`src/alara_pkg.sv`:
```
// ----------------------------------------------------------------------------
// alara_pkg: shared types and codes for the append / remove-all list
// Payload structs for both channels, operation and status codes, the control
// bundle that the top level drives into every list cell, and default sizes.
// ----------------------------------------------------------------------------
package alara_pkg;

  localparam int CAPACITY_DEF   = 16;
  localparam int DATA_WIDTH_DEF = 32;

  localparam int VALUE_W  = 32;
  localparam int STATUS_W = 3;
  localparam int COUNT_W  = 5;

  // Operation codes.
  localparam logic FUNC_APPEND = 1'b0;
  localparam logic FUNC_REMOVE = 1'b1;

  // Result status codes.
  localparam logic [STATUS_W-1:0] ST_APPENDED  = 3'd0;
  localparam logic [STATUS_W-1:0] ST_FULL      = 3'd1;
  localparam logic [STATUS_W-1:0] ST_REMOVED   = 3'd2;
  localparam logic [STATUS_W-1:0] ST_EMPTY     = 3'd3;
  localparam logic [STATUS_W-1:0] ST_NOT_FOUND = 3'd4;

  typedef struct packed {
    logic                      func;
    logic signed [VALUE_W-1:0] value;
  } in_item_t;

  typedef struct packed {
    logic [STATUS_W-1:0] status;
    logic [COUNT_W-1:0]  entries_now;
    logic [COUNT_W-1:0]  removed_count;
  } out_item_t;

  // Control bundle broadcast to every cell of the chain.
  typedef struct packed {
    logic append_en;  // write the key into the cell at the fill position
    logic mark;       // compare phase: flag matches and unused cells as holes
    logic sweep;      // compaction round in progress
    logic odd_round;  // pairing of the current round
  } cell_ctrl_t;

endpackage

```
`src/alara_cell.sv`:
```
// ----------------------------------------------------------------------------
// alara_cell: one entry of the list chain
// Holds one stored word, a hole flag and a tally bit. During compaction it
// pairs with a neighbor and moves live words toward the head of the chain.
// ----------------------------------------------------------------------------
module alara_cell #(
  parameter int CAPACITY   = 16,
  parameter int DATA_WIDTH = 32,
  parameter int INDEX      = 0,
  parameter int CNT_W      = 5
) (
  input  logic                    clk,
  input  alara_pkg::cell_ctrl_t   ctrl,
  input  logic [DATA_WIDTH-1:0]   key,
  input  logic [CNT_W-1:0]        fill,
  input  logic [DATA_WIDTH-1:0]   right_data,
  input  logic                    right_hole,
  input  logic                    right_tally,
  input  logic                    left_hole,
  output logic [DATA_WIDTH-1:0]   data_out,
  output logic                    hole_out,
  output logic                    tally_out
);
  import alara_pkg::*;

  localparam logic HAS_RIGHT = (INDEX < CAPACITY - 1);
  localparam logic HAS_LEFT  = (INDEX > 0);
  localparam logic IDX_ODD   = ((INDEX % 2) == 1);

  logic [DATA_WIDTH-1:0] data_r, data_nxt;
  logic                  hole_r, hole_nxt;
  logic                  tally_r, tally_nxt;
  logic                  live, match, is_left;

  always_comb begin
    live    = (fill > CNT_W'(INDEX));
    match   = (data_r == key);
    // In even rounds even cells lead a pair, in odd rounds odd cells do.
    is_left = (IDX_ODD == ctrl.odd_round);

    data_nxt  = data_r;
    hole_nxt  = hole_r;
    tally_nxt = tally_r;

    if (ctrl.append_en && (fill == CNT_W'(INDEX))) begin
      data_nxt = key;
    end

    if (ctrl.mark) begin
      hole_nxt  = !live || match;
      tally_nxt = live && match;
    end else if (ctrl.sweep) begin
      tally_nxt = right_tally;
      if (is_left) begin
        if (HAS_RIGHT && hole_r && !right_hole) begin
          data_nxt = right_data;
          hole_nxt = 1'b0;
        end
      end else begin
        if (HAS_LEFT && left_hole && !hole_r) begin
          hole_nxt = 1'b1;
        end
      end
    end
  end

  always_ff @(posedge clk) begin
    data_r  <= data_nxt;
    hole_r  <= hole_nxt;
    tally_r <= tally_nxt;
  end

  assign data_out  = data_r;
  assign hole_out  = hole_r;
  assign tally_out = tally_r;

endmodule

```
`src/array_list_append_remove_all_top.sv`:
```
// ----------------------------------------------------------------------------
// array_list_append_remove_all_top: ordered list with append and remove-all
// Up to CAPACITY words kept in a chain of cells; removes compact in place.
// ----------------------------------------------------------------------------
// An append, a full reject or an empty remove loads its result into the
// output register as it is taken; a remove with a non-empty list runs a
// compare step, CAPACITY odd-even compaction rounds and a finish step that
// waits for a free output register. One item at a time: no new transfer is
// taken until the result of the last one has been registered.
// Reset (rst_n low, synchronous) empties the list and clears the handshake.
module array_list_append_remove_all_top #(
  parameter int CAPACITY   = alara_pkg::CAPACITY_DEF,
  parameter int DATA_WIDTH = alara_pkg::DATA_WIDTH_DEF
) (
  input  logic                 clk,
  input  logic                 rst_n,
  input  logic                 in_valid,
  output logic                 in_ready,
  input  alara_pkg::in_item_t  in_data,
  output logic                 out_valid,
  input  logic                 out_ready,
  output alara_pkg::out_item_t out_data
);
  import alara_pkg::*;

  localparam int CNT_W = $clog2(CAPACITY + 1);
  localparam int RND_W = $clog2(CAPACITY);

  localparam logic [1:0] S_IDLE  = 2'd0;
  localparam logic [1:0] S_MARK  = 2'd1;
  localparam logic [1:0] S_SWEEP = 2'd2;
  localparam logic [1:0] S_DONE  = 2'd3;

  logic [1:0]            state_r, state_nxt;
  logic [CNT_W-1:0]      fill_r, fill_nxt;
  logic [CNT_W-1:0]      rm_cnt_r, rm_cnt_nxt;
  logic [RND_W-1:0]      rnd_r, rnd_nxt;
  logic [DATA_WIDTH-1:0] key_r, key_nxt;
  logic                  out_valid_r, out_valid_nxt;
  out_item_t             out_data_r, out_data_nxt;

  logic                  in_fire;
  logic                  out_free;
  logic                  load_out;
  logic [DATA_WIDTH-1:0] in_key;
  logic [DATA_WIDTH-1:0] cell_key;
  logic signed [63:0]    value_ext;
  logic [CNT_W+4:0]      fill_wide, rm_wide;
  logic [CNT_W-1:0]      fill_after;
  cell_ctrl_t            ctrl;

  logic [DATA_WIDTH-1:0] data_w  [CAPACITY];
  logic                  hole_w  [CAPACITY];
  logic                  tally_w [CAPACITY];

  // The output register frees up in the same cycle its result is taken.
  assign out_free = !out_valid_r || out_ready;
  assign in_ready = (state_r == S_IDLE) && out_free;
  assign in_fire  = in_valid && in_ready;

  // The 32-bit value is sign-extended and then cut to the stored word width.
  assign value_ext = 64'(in_data.value);
  assign in_key    = value_ext[DATA_WIDTH-1:0];

  // Appends write straight from the input; the compare phase uses the key register.
  assign cell_key = (state_r == S_IDLE) ? in_key : key_r;

  always_comb begin
    state_nxt     = state_r;
    fill_nxt      = fill_r;
    rm_cnt_nxt    = rm_cnt_r;
    rnd_nxt       = rnd_r;
    key_nxt       = key_r;
    out_data_nxt  = out_data_r;
    load_out      = 1'b0;
    fill_after    = fill_r;
    ctrl          = '0;
    ctrl.odd_round = rnd_r[0];

    unique case (state_r)
      S_IDLE: begin
        if (in_fire) begin
          key_nxt    = in_key;
          rm_cnt_nxt = '0;
          if (in_data.func == FUNC_APPEND) begin
            load_out = 1'b1;
            if (fill_r >= CNT_W'(CAPACITY)) begin
              out_data_nxt.status = ST_FULL;
            end else begin
              ctrl.append_en = 1'b1;
              fill_after     = fill_r + CNT_W'(1);
              out_data_nxt.status = ST_APPENDED;
            end
          end else if (fill_r == '0) begin
            load_out = 1'b1;
            out_data_nxt.status = ST_EMPTY;
          end else begin
            state_nxt = S_MARK;
          end
        end
      end
      S_MARK: begin
        // Every cell compares its word against the key in parallel.
        ctrl.mark = 1'b1;
        rnd_nxt   = '0;
        state_nxt = S_SWEEP;
      end
      S_SWEEP: begin
        // One odd-even round per cycle; the tally bits drain out of cell 0.
        ctrl.sweep = 1'b1;
        rm_cnt_nxt = rm_cnt_r + CNT_W'(tally_w[0]);
        if (rnd_r == RND_W'(CAPACITY - 1)) begin
          state_nxt = S_DONE;
        end else begin
          rnd_nxt = rnd_r + RND_W'(1);
        end
      end
      S_DONE: begin
        if (out_free) begin
          load_out   = 1'b1;
          fill_after = fill_r - rm_cnt_r;
          out_data_nxt.status = (rm_cnt_r != '0) ? ST_REMOVED : ST_NOT_FOUND;
          state_nxt  = S_IDLE;
        end
      end
      default: begin
        state_nxt = S_IDLE;
      end
    endcase

    // Counts are reported modulo 32, as the result fields are five bits wide.
    fill_wide = {5'b0, fill_after};
    rm_wide   = {5'b0, rm_cnt_nxt};
    if (load_out) begin
      fill_nxt                   = fill_after;
      out_data_nxt.entries_now   = fill_wide[COUNT_W-1:0];
      out_data_nxt.removed_count = rm_wide[COUNT_W-1:0];
    end

    out_valid_nxt = load_out || (out_valid_r && !out_ready);
  end

  always_ff @(posedge clk) begin
    if (!rst_n) begin
      state_r     <= S_IDLE;
      fill_r      <= '0;
      rm_cnt_r    <= '0;
      rnd_r       <= '0;
      out_valid_r <= 1'b0;
    end else begin
      state_r     <= state_nxt;
      fill_r      <= fill_nxt;
      rm_cnt_r    <= rm_cnt_nxt;
      rnd_r       <= rnd_nxt;
      out_valid_r <= out_valid_nxt;
    end
  end

  always_ff @(posedge clk) begin
    key_r      <= key_nxt;
    out_data_r <= out_data_nxt;
  end

  assign out_valid = out_valid_r;
  assign out_data  = out_data_r;

  // The chain: cell i holds list entry i. Each cell sees its right neighbor's
  // word, hole flag and tally bit, and its left neighbor's hole flag.
  for (genvar i = 0; i < CAPACITY; i++) begin : g_cell
    logic [DATA_WIDTH-1:0] r_data;
    logic                  r_hole;
    logic                  r_tally;
    logic                  l_hole;

    if (i < CAPACITY - 1) begin : g_right
      assign r_data  = data_w[i+1];
      assign r_hole  = hole_w[i+1];
      assign r_tally = tally_w[i+1];
    end else begin : g_tail
      assign r_data  = '0;
      assign r_hole  = 1'b1;
      assign r_tally = 1'b0;
    end

    if (i > 0) begin : g_left
      assign l_hole = hole_w[i-1];
    end else begin : g_head
      assign l_hole = 1'b0;
    end

    alara_cell #(
      .CAPACITY  (CAPACITY),
      .DATA_WIDTH(DATA_WIDTH),
      .INDEX     (i),
      .CNT_W     (CNT_W)
    ) u_cell (
      .clk        (clk),
      .ctrl       (ctrl),
      .key        (cell_key),
      .fill       (fill_r),
      .right_data (r_data),
      .right_hole (r_hole),
      .right_tally(r_tally),
      .left_hole  (l_hole),
      .data_out   (data_w[i]),
      .hole_out   (hole_w[i]),
      .tally_out  (tally_w[i])
    );
  end

  // The fill count never passes the capacity.
  a_fill_bound: assert property (@(posedge clk) disable iff (!rst_n)
    fill_r <= CNT_W'(CAPACITY))
    else $error("fill count above capacity");

  // A finished remove never deletes more entries than were stored.
  a_rm_bound: assert property (@(posedge clk) disable iff (!rst_n)
    (state_r == S_DONE) |-> (rm_cnt_r <= fill_r))
    else $error("removed count above fill count");

  // An accepted append into a list with room grows the list by one.
  a_append_grow: assert property (@(posedge clk) disable iff (!rst_n)
    (in_fire && (in_data.func == FUNC_APPEND) && (fill_r < CNT_W'(CAPACITY)))
      |=> (fill_r == $past(fill_r) + CNT_W'(1)))
    else $error("append did not grow the list");

  // The last compaction round always leads to the finish state.
  a_sweep_end: assert property (@(posedge clk) disable iff (!rst_n)
    ((state_r == S_SWEEP) && (rnd_r == RND_W'(CAPACITY - 1))) |=> (state_r == S_DONE))
    else $error("sweep did not end after the last round");

endmodule
```
`config.mk`:
```
export PLATFORM = sky130hd
export DESIGN_NAME = array_list_append_remove_all_top
export DESIGN_NICKNAME = d
export VERILOG_FILES = /design/src/alara_pkg.sv /design/src/alara_cell.sv /design/src/array_list_append_remove_all_top.sv
export SDC_FILE = /design/constraint.sdc
export NUM_CORES = 2
export LEC_CHECK = 0
export BUFFER_PORTS_ARGS = -buffer_cell sky130_fd_sc_hd__buf_2
export CAP_MARGIN = 20
export CORE_UTILIZATION = 45
export CTS_BUF_LIST = sky130_fd_sc_hd__clkbuf_2 sky130_fd_sc_hd__clkbuf_4 sky130_fd_sc_hd__clkbuf_8
export CTS_CLUSTER_DIAMETER = 200
export CTS_CLUSTER_SIZE = 10
export DETAILED_ROUTE_END_ITERATION = 16
export GPL_TIMING_DRIVEN = 1
export PLACE_DENSITY = 0.58
export SLEW_MARGIN = 15
export SYNTH_ARGS = -nofsm -noshare
export SYNTH_HDL_FRONTEND = slang
export SYNTH_SLANG_ARGS = --single-unit
```
`constraint.sdc`:
```
create_clock -name clk -period 8.7 [get_ports clk]
set_input_delay 1.305 -clock clk [delete_from_list [all_inputs] [get_ports clk]]
set_output_delay 1.305 -clock clk [all_outputs]
set_load 0.01 [all_outputs]
```
# ---- Word-level counts from Yosys, hierarchy flattened
# Index checks and enable logic that the tools add are counted.
dict set report totals {
  wordCells 484
  ff_bits 606
  output_inout_bits 15
}
dict set report op_classes {
  magnitude_cmp 17
  muxes 219
  n_eq_ne 50
  add_sub_neg 4
  n_reduce_logical 137
}
# op n
set op_table {}
lappend op_table {{32-bit two-way mux} 76}
lappend op_table {{32-bit equality test} 16}
lappend op_table {{1-bit two-way mux} 121}
lappend op_table {{1-bit logical AND} 50}
lappend op_table {{3-bit AND reduction} 16}
lappend op_table {{5-bit by 4-bit equality test with 1-bit output, second input constant} 8}
lappend op_table {{5-bit by 4-bit > comparator with 1-bit output, second input constant} 8}
lappend op_table {{1-bit logical NOT} 33}
lappend op_table {{5-bit two-way mux} 5}
lappend op_table {{3-bit nonzero test} 8}
lappend op_table {{3-bit by 1-bit != test with 1-bit output, second input constant} 7}
lappend op_table {{5-bit by 3-bit equality test with 1-bit output, second input constant} 4}
lappend op_table {{5-bit by 3-bit > comparator with 1-bit output, second input constant} 4}
lappend op_table {{5-bit case mux with 2 select lines} 2}
lappend op_table {{1-bit logical OR} 18}
lappend op_table {{3-bit two-way mux} 5}
lappend op_table {{2-bit != test, second input constant} 6}
lappend op_table {{5-bit by 2-bit equality test with 1-bit output, second input constant} 2}
lappend op_table {{5-bit by 1-bit > comparator with 1-bit output, second input constant} 2}
lappend op_table {{5-bit by 2-bit > comparator with 1-bit output, second input constant} 2}
lappend op_table {{2-bit two-way mux} 5}
lappend op_table {{2-bit nonzero test} 5}
lappend op_table {{2-bit case mux with 4 select lines} 1}
lappend op_table {{4-bit case mux with 2 select lines} 1}
lappend op_table {{20 further kinds} 22}

# ---- Longest topological paths before layout
dict set report depth {
  depth_word 12
  depth_mapped 11
}

# ---- By module
# Synthesis repeated with hierarchy kept, for this count alone.
dict set report unflattened {
  cells_unflattened 3306
  hier_area_um2 31873.1
}
# mod n_inst cells_per_inst seq_area_each_um2 area_per_inst_um2
set by_module_without_submodules {}
lappend by_module_without_submodules {{alara_cell (g_cell[12].u_cell ...)} 2 199 700.7 1829.3}
lappend by_module_without_submodules {{alara_cell (g_cell[6].u_cell ...)} 2 198 700.7 1826.8}
lappend by_module_without_submodules {array_list_append_remove_all_top 1 259 1691.6 3078.0}
lappend by_module_without_submodules {{alara_cell (g_cell[11].u_cell)} 1 197 700.7 1843.0}
lappend by_module_without_submodules {{alara_cell (g_cell[5].u_cell)} 1 196 700.7 1836.8}
lappend by_module_without_submodules {{alara_cell (g_cell[8].u_cell)} 1 199 700.7 1834.3}
lappend by_module_without_submodules {{alara_cell (g_cell[10].u_cell)} 1 200 700.7 1829.3}
lappend by_module_without_submodules {{alara_cell (g_cell[3].u_cell)} 1 196 700.7 1823.0}
lappend by_module_without_submodules {{alara_cell (g_cell[1].u_cell)} 1 196 700.7 1821.7}
lappend by_module_without_submodules {{alara_cell (g_cell[4].u_cell)} 1 200 700.7 1821.7}
lappend by_module_without_submodules {{alara_cell (g_cell[14].u_cell)} 1 198 700.7 1820.5}
lappend by_module_without_submodules {{alara_cell (g_cell[7].u_cell)} 1 197 700.7 1819.2}
lappend by_module_without_submodules {{alara_cell (g_cell[13].u_cell)} 1 196 700.7 1815.5}
lappend by_module_without_submodules {{alara_cell (g_cell[0].u_cell)} 1 193 700.7 1786.7}
lappend by_module_without_submodules {{alara_cell (g_cell[15].u_cell)} 1 85 1021.0 1431.4}

# ---- Worst setup path after synthesis
# Ideal clock, no wire load.
dict set report synth_path {
  path_kind {input port to flip-flop}
  from {input out_ready}
  to {register g_cell[4].u_cell.data_r[23]}
  required_ns 8.571
  setup_ns 0.129
  setup_slack_ns 5.122
  path_stages 10
  t_arrival_ns 3.449
  cell_sequence {nand2b_1 -> buf_2 -> nand4_2 -> inv_1 -> and4_1 -> buf_2 -> buf_1 -> nand2_1 -> o21ai_0 -> o21ai_0}
}
dict set report synth_via {
  elab_chain_cells 11
}
# item line
set synth_lines {}
lappend synth_lines {{start, declared} array_list_append_remove_all_top.sv:21} ;# input logic out_ready,
lappend synth_lines {{1-bit logical OR *} array_list_append_remove_all_top.sv:57} ;# assign out_free = !out_valid_r || out_ready;
lappend synth_lines {{1-bit logical AND *} array_list_append_remove_all_top.sv:58} ;# assign in_ready = (state_r == S_IDLE) && out_free;
lappend synth_lines {{1-bit logical AND *} array_list_append_remove_all_top.sv:59} ;# assign in_fire = in_valid && in_ready;
lappend synth_lines {{1-bit two-way mux *} array_list_append_remove_all_top.sv:82} ;# if (in_fire) begin
lappend synth_lines {{1-bit two-way mux *} array_list_append_remove_all_top.sv:80} ;# unique case (state_r)
lappend synth_lines {{1-bit logical AND *} alara_cell.sv:45} ;# if (ctrl.append_en && (fill == CNT_W'(INDEX))) begin
lappend synth_lines {{32-bit two-way mux *} alara_cell.sv:45}
lappend synth_lines {{32-bit two-way mux} alara_cell.sv:55} ;# if (HAS_RIGHT && hole_r && !right_hole) begin
lappend synth_lines {{32-bit two-way mux} alara_cell.sv:54} ;# if (is_left) begin
lappend synth_lines {{32-bit two-way mux} alara_cell.sv:52} ;# end else if (ctrl.sweep) begin
lappend synth_lines {{32-bit two-way mux *} alara_cell.sv:49} ;# if (ctrl.mark) begin
lappend synth_lines {{named net g_cell[4].u_cell.data_nxt[23]} alara_cell.sv:30} ;# logic [DATA_WIDTH-1:0] data_r, data_nxt;
lappend synth_lines {{end signal, assigned} alara_cell.sv:68} ;# data_r <= data_nxt;
lappend synth_lines {{end, declared} alara_cell.sv:30}
# Mark *: on every way through the listed nets, which the timed path passes. The rest lies on a longest branch.
# A chain may end at the register's enable or synchronous reset.

# ---- Worst setup path in the final report
dict set report layout_path {
  from {register state_r[0]}
  to {register g_cell[9].u_cell.hole_r (data pin)}
}
dict set report layout_via {
  elab_chain_cells 5
  elab_cells_between_ends 7
}
# item line
set layout_lines {}
lappend layout_lines {{start, declared} array_list_append_remove_all_top.sv:34} ;# logic [1:0] state_r, state_nxt;
lappend layout_lines {{start signal, assigned} array_list_append_remove_all_top.sv:151} ;# state_r <= state_nxt;
lappend layout_lines {{2-bit logical NOT} array_list_append_remove_all_top.sv:66} ;# assign cell_key = (state_r == S_IDLE) ? in_key : key_r;
lappend layout_lines {{32-bit two-way mux} array_list_append_remove_all_top.sv:66}
lappend layout_lines {{32-bit equality test} alara_cell.sv:37} ;# match = (data_r == key);
lappend layout_lines {{1-bit logical OR} alara_cell.sv:50} ;# hole_nxt = !live || match;
lappend layout_lines {{1-bit two-way mux *} alara_cell.sv:49}
lappend layout_lines {{named net g_cell[9].u_cell.hole_nxt} alara_cell.sv:31} ;# logic hole_r, hole_nxt;
lappend layout_lines {{end signal, assigned} alara_cell.sv:69} ;# hole_r <= hole_nxt;
lappend layout_lines {{end, declared} alara_cell.sv:31}
# Marks and branches as above.

==> flow_metrics.tcl <==
set metrics [dict create \
    area_growth_pct 5.77 \
    synth_edf_count 109 \
    cts_root_buffer "clkbuf_8" \
    async_flop_share_pct 0 \
    ios 52 \
    reg2reg_to "g_cell[9].u_cell.hole_out$_DFFE_PP_" \
    p_leak_nw 11.3 \
    ctsHoldBuffers 0 \
    n_fill_cell 6927 \
    post_cts_buffers 0 \
    grt_pass1_vias 24225 \
    clk_pin_slew_ns 0.08 \
    fin_crit_ns 4.35 \
    yosys_register_bits 606 \
    max_freq_mhz 230 \
    io_buffers 51 \
    hold_viol_final 0 \
    post_drt_wl_per_cell_um 22.1 \
    ir_drop_v 0.000370 \
    clkLatencyLatePin_ns 0.71 \
    setup-tns-final_ns 0 \
    rows 96 \
    critical_path_class "reg -> reg" \
    final_nets 3843 \
    crit_path_start_kind "register" \
    initial_core_util_pct 45.8 \
    cts_tree "done" \
    drive_gt1_share_pct 8.05 \
    cts.repair.resized 0 \
    reg2reg_depth 10 \
    final_common_cell "nand2_1" \
    htree_levels 3 \
    tightest_slew_ns 1.17 \
    routed_wl_um 105000 \
    startpoint "state_r[0]$_SDFFE_PN0P_" \
    yosys_most_used_dff "dfxtp_1" \
    grt-ovfl-total 0 \
    path_max_fanout 34 \
    min_path_type "reg -> reg" \
    dieArea_um2 71500 \
    cts_sinks 606 \
    cts_made_buffers 70 \
    place.gp.congestion 0.925 \
    yosysUniqueCellTypes 60 \
    crit_end "g_cell[9].u_cell.hole_out$_DFFE_PP_" \
    rsz0062_at_grt "false" \
    synth_nets 3964 \
    drt_first_iter_violations 2582 \
    end_kind "register" \
    dr.pass1.iters 5 \
    antenna_found_initial 1 \
    synthCells 3909 \
    dp_slack_ns 4.41 \
    netlist_area_um2 31700 \
    synth_seq_area_share_pct 41.7 \
    setup_viol 0 \
    fin_hold_ws_ns 0.463 \
    grt_pass1_wl_um 157000 \
    regToRegStartpoint "state_r[0]$_SDFFE_PN0P_" \
    setup_slack_ns 4.35 \
    drc_errors 0 \
    core_region_area_um2 69200 \
    arrival_ns 4.90 \
    via_per_inst 5.55 \
    rrSetupSlack_ns 4.35 \
    die_h_um 267 \
    most-common-layout-cells "674 x nand2_1, 581 x o21ai_0, 514 x xnor2_1" \
    final-max-slew-violation-count 0 \
    grt_max_degree 65 \
    ant_nets 0 \
    fin_crit_sh_pct 50.0 \
    cap_violations 0 \
    vias 26389 \
    grt_usage_pct 29.4 \
    critPathRequiredTime_ns 9.25 \
    power_density_nw_per_um2 390 \
    yosys_warnings 0 \
    outcome "completed" \
    die_x_um 267 \
    skew_ns 0.0373 \
    syn_area_per_cell_um2 8.11 \
    dp_hpwl_um 68300 \
    slew_headroom_pct 21.7 \
    clk_path_buf_depth 3 \
]
-- kinds of logic (layout without fill, tap and decap cells) --
kind of cell,Yosys count,after routing,synth area share (%)
and+or+nand+nor,1278,1278,17.4
xor gates and xnor gates,518,518,14.3
muxes,34,34,2.34
other,0,1,0
DFF,606,606,41.7
AOI/OAI and AO/OA,1075,1075,17.8
adders and majority gates,18,18,0.734
buffers and inverters,380,298,5.71
-- how the worst min path moves through the flow --
stage	cells past startpoint	start	endpoint	slack [ns]
floorplan	2	g_cell[5].u_cell.data_out[20]$_DFF_P_	g_cell[4].u_cell.data_out[20]$_DFF_P_	0.44
global placement	2	g_cell[8].u_cell.data_out[24]$_DFF_P_	g_cell[7].u_cell.data_out[24]$_DFF_P_	0.46
detailed placement	2	g_cell[8].u_cell.data_out[24]$_DFF_P_	g_cell[7].u_cell.data_out[24]$_DFF_P_	0.46
CTS	2	g_cell[8].u_cell.data_out[24]$_DFF_P_	g_cell[7].u_cell.data_out[24]$_DFF_P_	0.47
global route	2	g_cell[8].u_cell.data_out[17]$_DFF_P_	g_cell[7].u_cell.data_out[17]$_DFF_P_	0.50
finish	2	g_cell[14].u_cell.data_out[16]$_DFF_P_	g_cell[13].u_cell.data_out[16]$_DFF_P_	0.46
-- report_power, final --
group / total (mW) / leakage, nW / internal, mW / switching (mW)
Clock: 2.03 / 0.703 / 0.951 / 1.08
Combinational: 5.67 / 5.51 / 2.34 / 3.33
Sequential: 5.38 / 5.11 / 4.06 / 1.32
Total: 13.1 / 11.3 / 7.34 / 5.73
-- per-stage QoR --
stage | total power [mW] | cell area (µm²) | std cells | utilization (%)
2_1_floorplan | 9.17 | 31700 | 3909 | -
3_3_place_gp | 10.9 | 32200 | 4644 | 46.5
3_5_place_dp | 11.0 | 32200 | 4645 | 46.5
4_1_cts | 13.0 | 33500 | 4756 | 48.4
5_1_grt | 13.8 | 33500 | 4759 | 48.5
6_report | 13.1 | 33500 | 4759 | 48.5
-- cells in the mapped netlist, types with 6 or more instances --
| library cell | count | area (µm²) |
|---|---|---|
| o21ai_1 | 33 | 165 |
| buf_4 | 10 | 75.1 |
| o21a_1 | 14 | 105 |
| o32ai_2 | 10 | 163 |
| buf_6 | 31 | 349 |
| or3_1 | 7 | 43.8 |
| nor3b_1 | 7 | 52.6 |
| a22o_1 | 7 | 61.3 |
| and2_1 | 9 | 56.3 |
| a31oi_1 | 10 | 62.6 |
| nor2_1 | 366 | 1370 |
| a21oi_1 | 397 | 1990 |
| o21ai_0 | 581 | 2910 |
| nand2_1 | 674 | 2530 |
| clkbuf_1 | 204 | 766 |
| dfxtp_1 | 497 | 9950 |
| edfxtp_1 | 109 | 3270 |
| inv_1 | 66 | 248 |
| nand4_1 | 38 | 238 |
| buf_1 | 13 | 48.8 |
| mux2i_4 | 32 | 721 |
| nor4_1 | 131 | 820 |
| nand4_2 | 6 | 75.1 |
| buf_2 | 52 | 260 |
| nand3_1 | 8 | 40.0 |
| ha_1 | 17 | 213 |
| xnor2_1 | 514 | 4500 |
-- critical path, stage by stage, from the launching register on --
cell and delay (ns):
dfxtp_1 0.33, inv_1 0.16, ha_4 0.60, buf_4 0.74, mux2i_4 0.33, buf_4 0.55, xnor2_1 0.16, nor4_1 0.63
nand4_1 0.18, nor2_1 0.25, o31a_1 0.16
-- per-layer routing --
metal	wire [µm]	track usage, %
met1	45100	38.8
met5	0	0
met2	47600	46.7
met3	6390	3.48
met4	6300	16.1
-- layout make-up --
type	instances	area, µm²	area share (%)
Multi-Input combinational cell	2923	16800	50.0
Sequential cell	606	13200	39.4
Clock buffer	107	1270	3.77
Tap cell	931	1160	3.47
Timing Repair Buffer	120	806	2.40
Inverter	67	251	0.750
Clock inverter	4	53.8	0.160
Antenna cell	1	2.50	0.00746
-- sequential cells by signal, indices dropped and copies added (netlist names) --
signal                   flops
state_r                      2
out_valid                    1
g_cell.u_cell.hole_out      16
rnd_r                        4
g_cell.u_cell.data_out     512
g_cell.u_cell.tally_out     16
fill_r                       5
out_data                    13
rm_cnt_r                     5
key_r                       32
(Power assumes the default switching activity.)
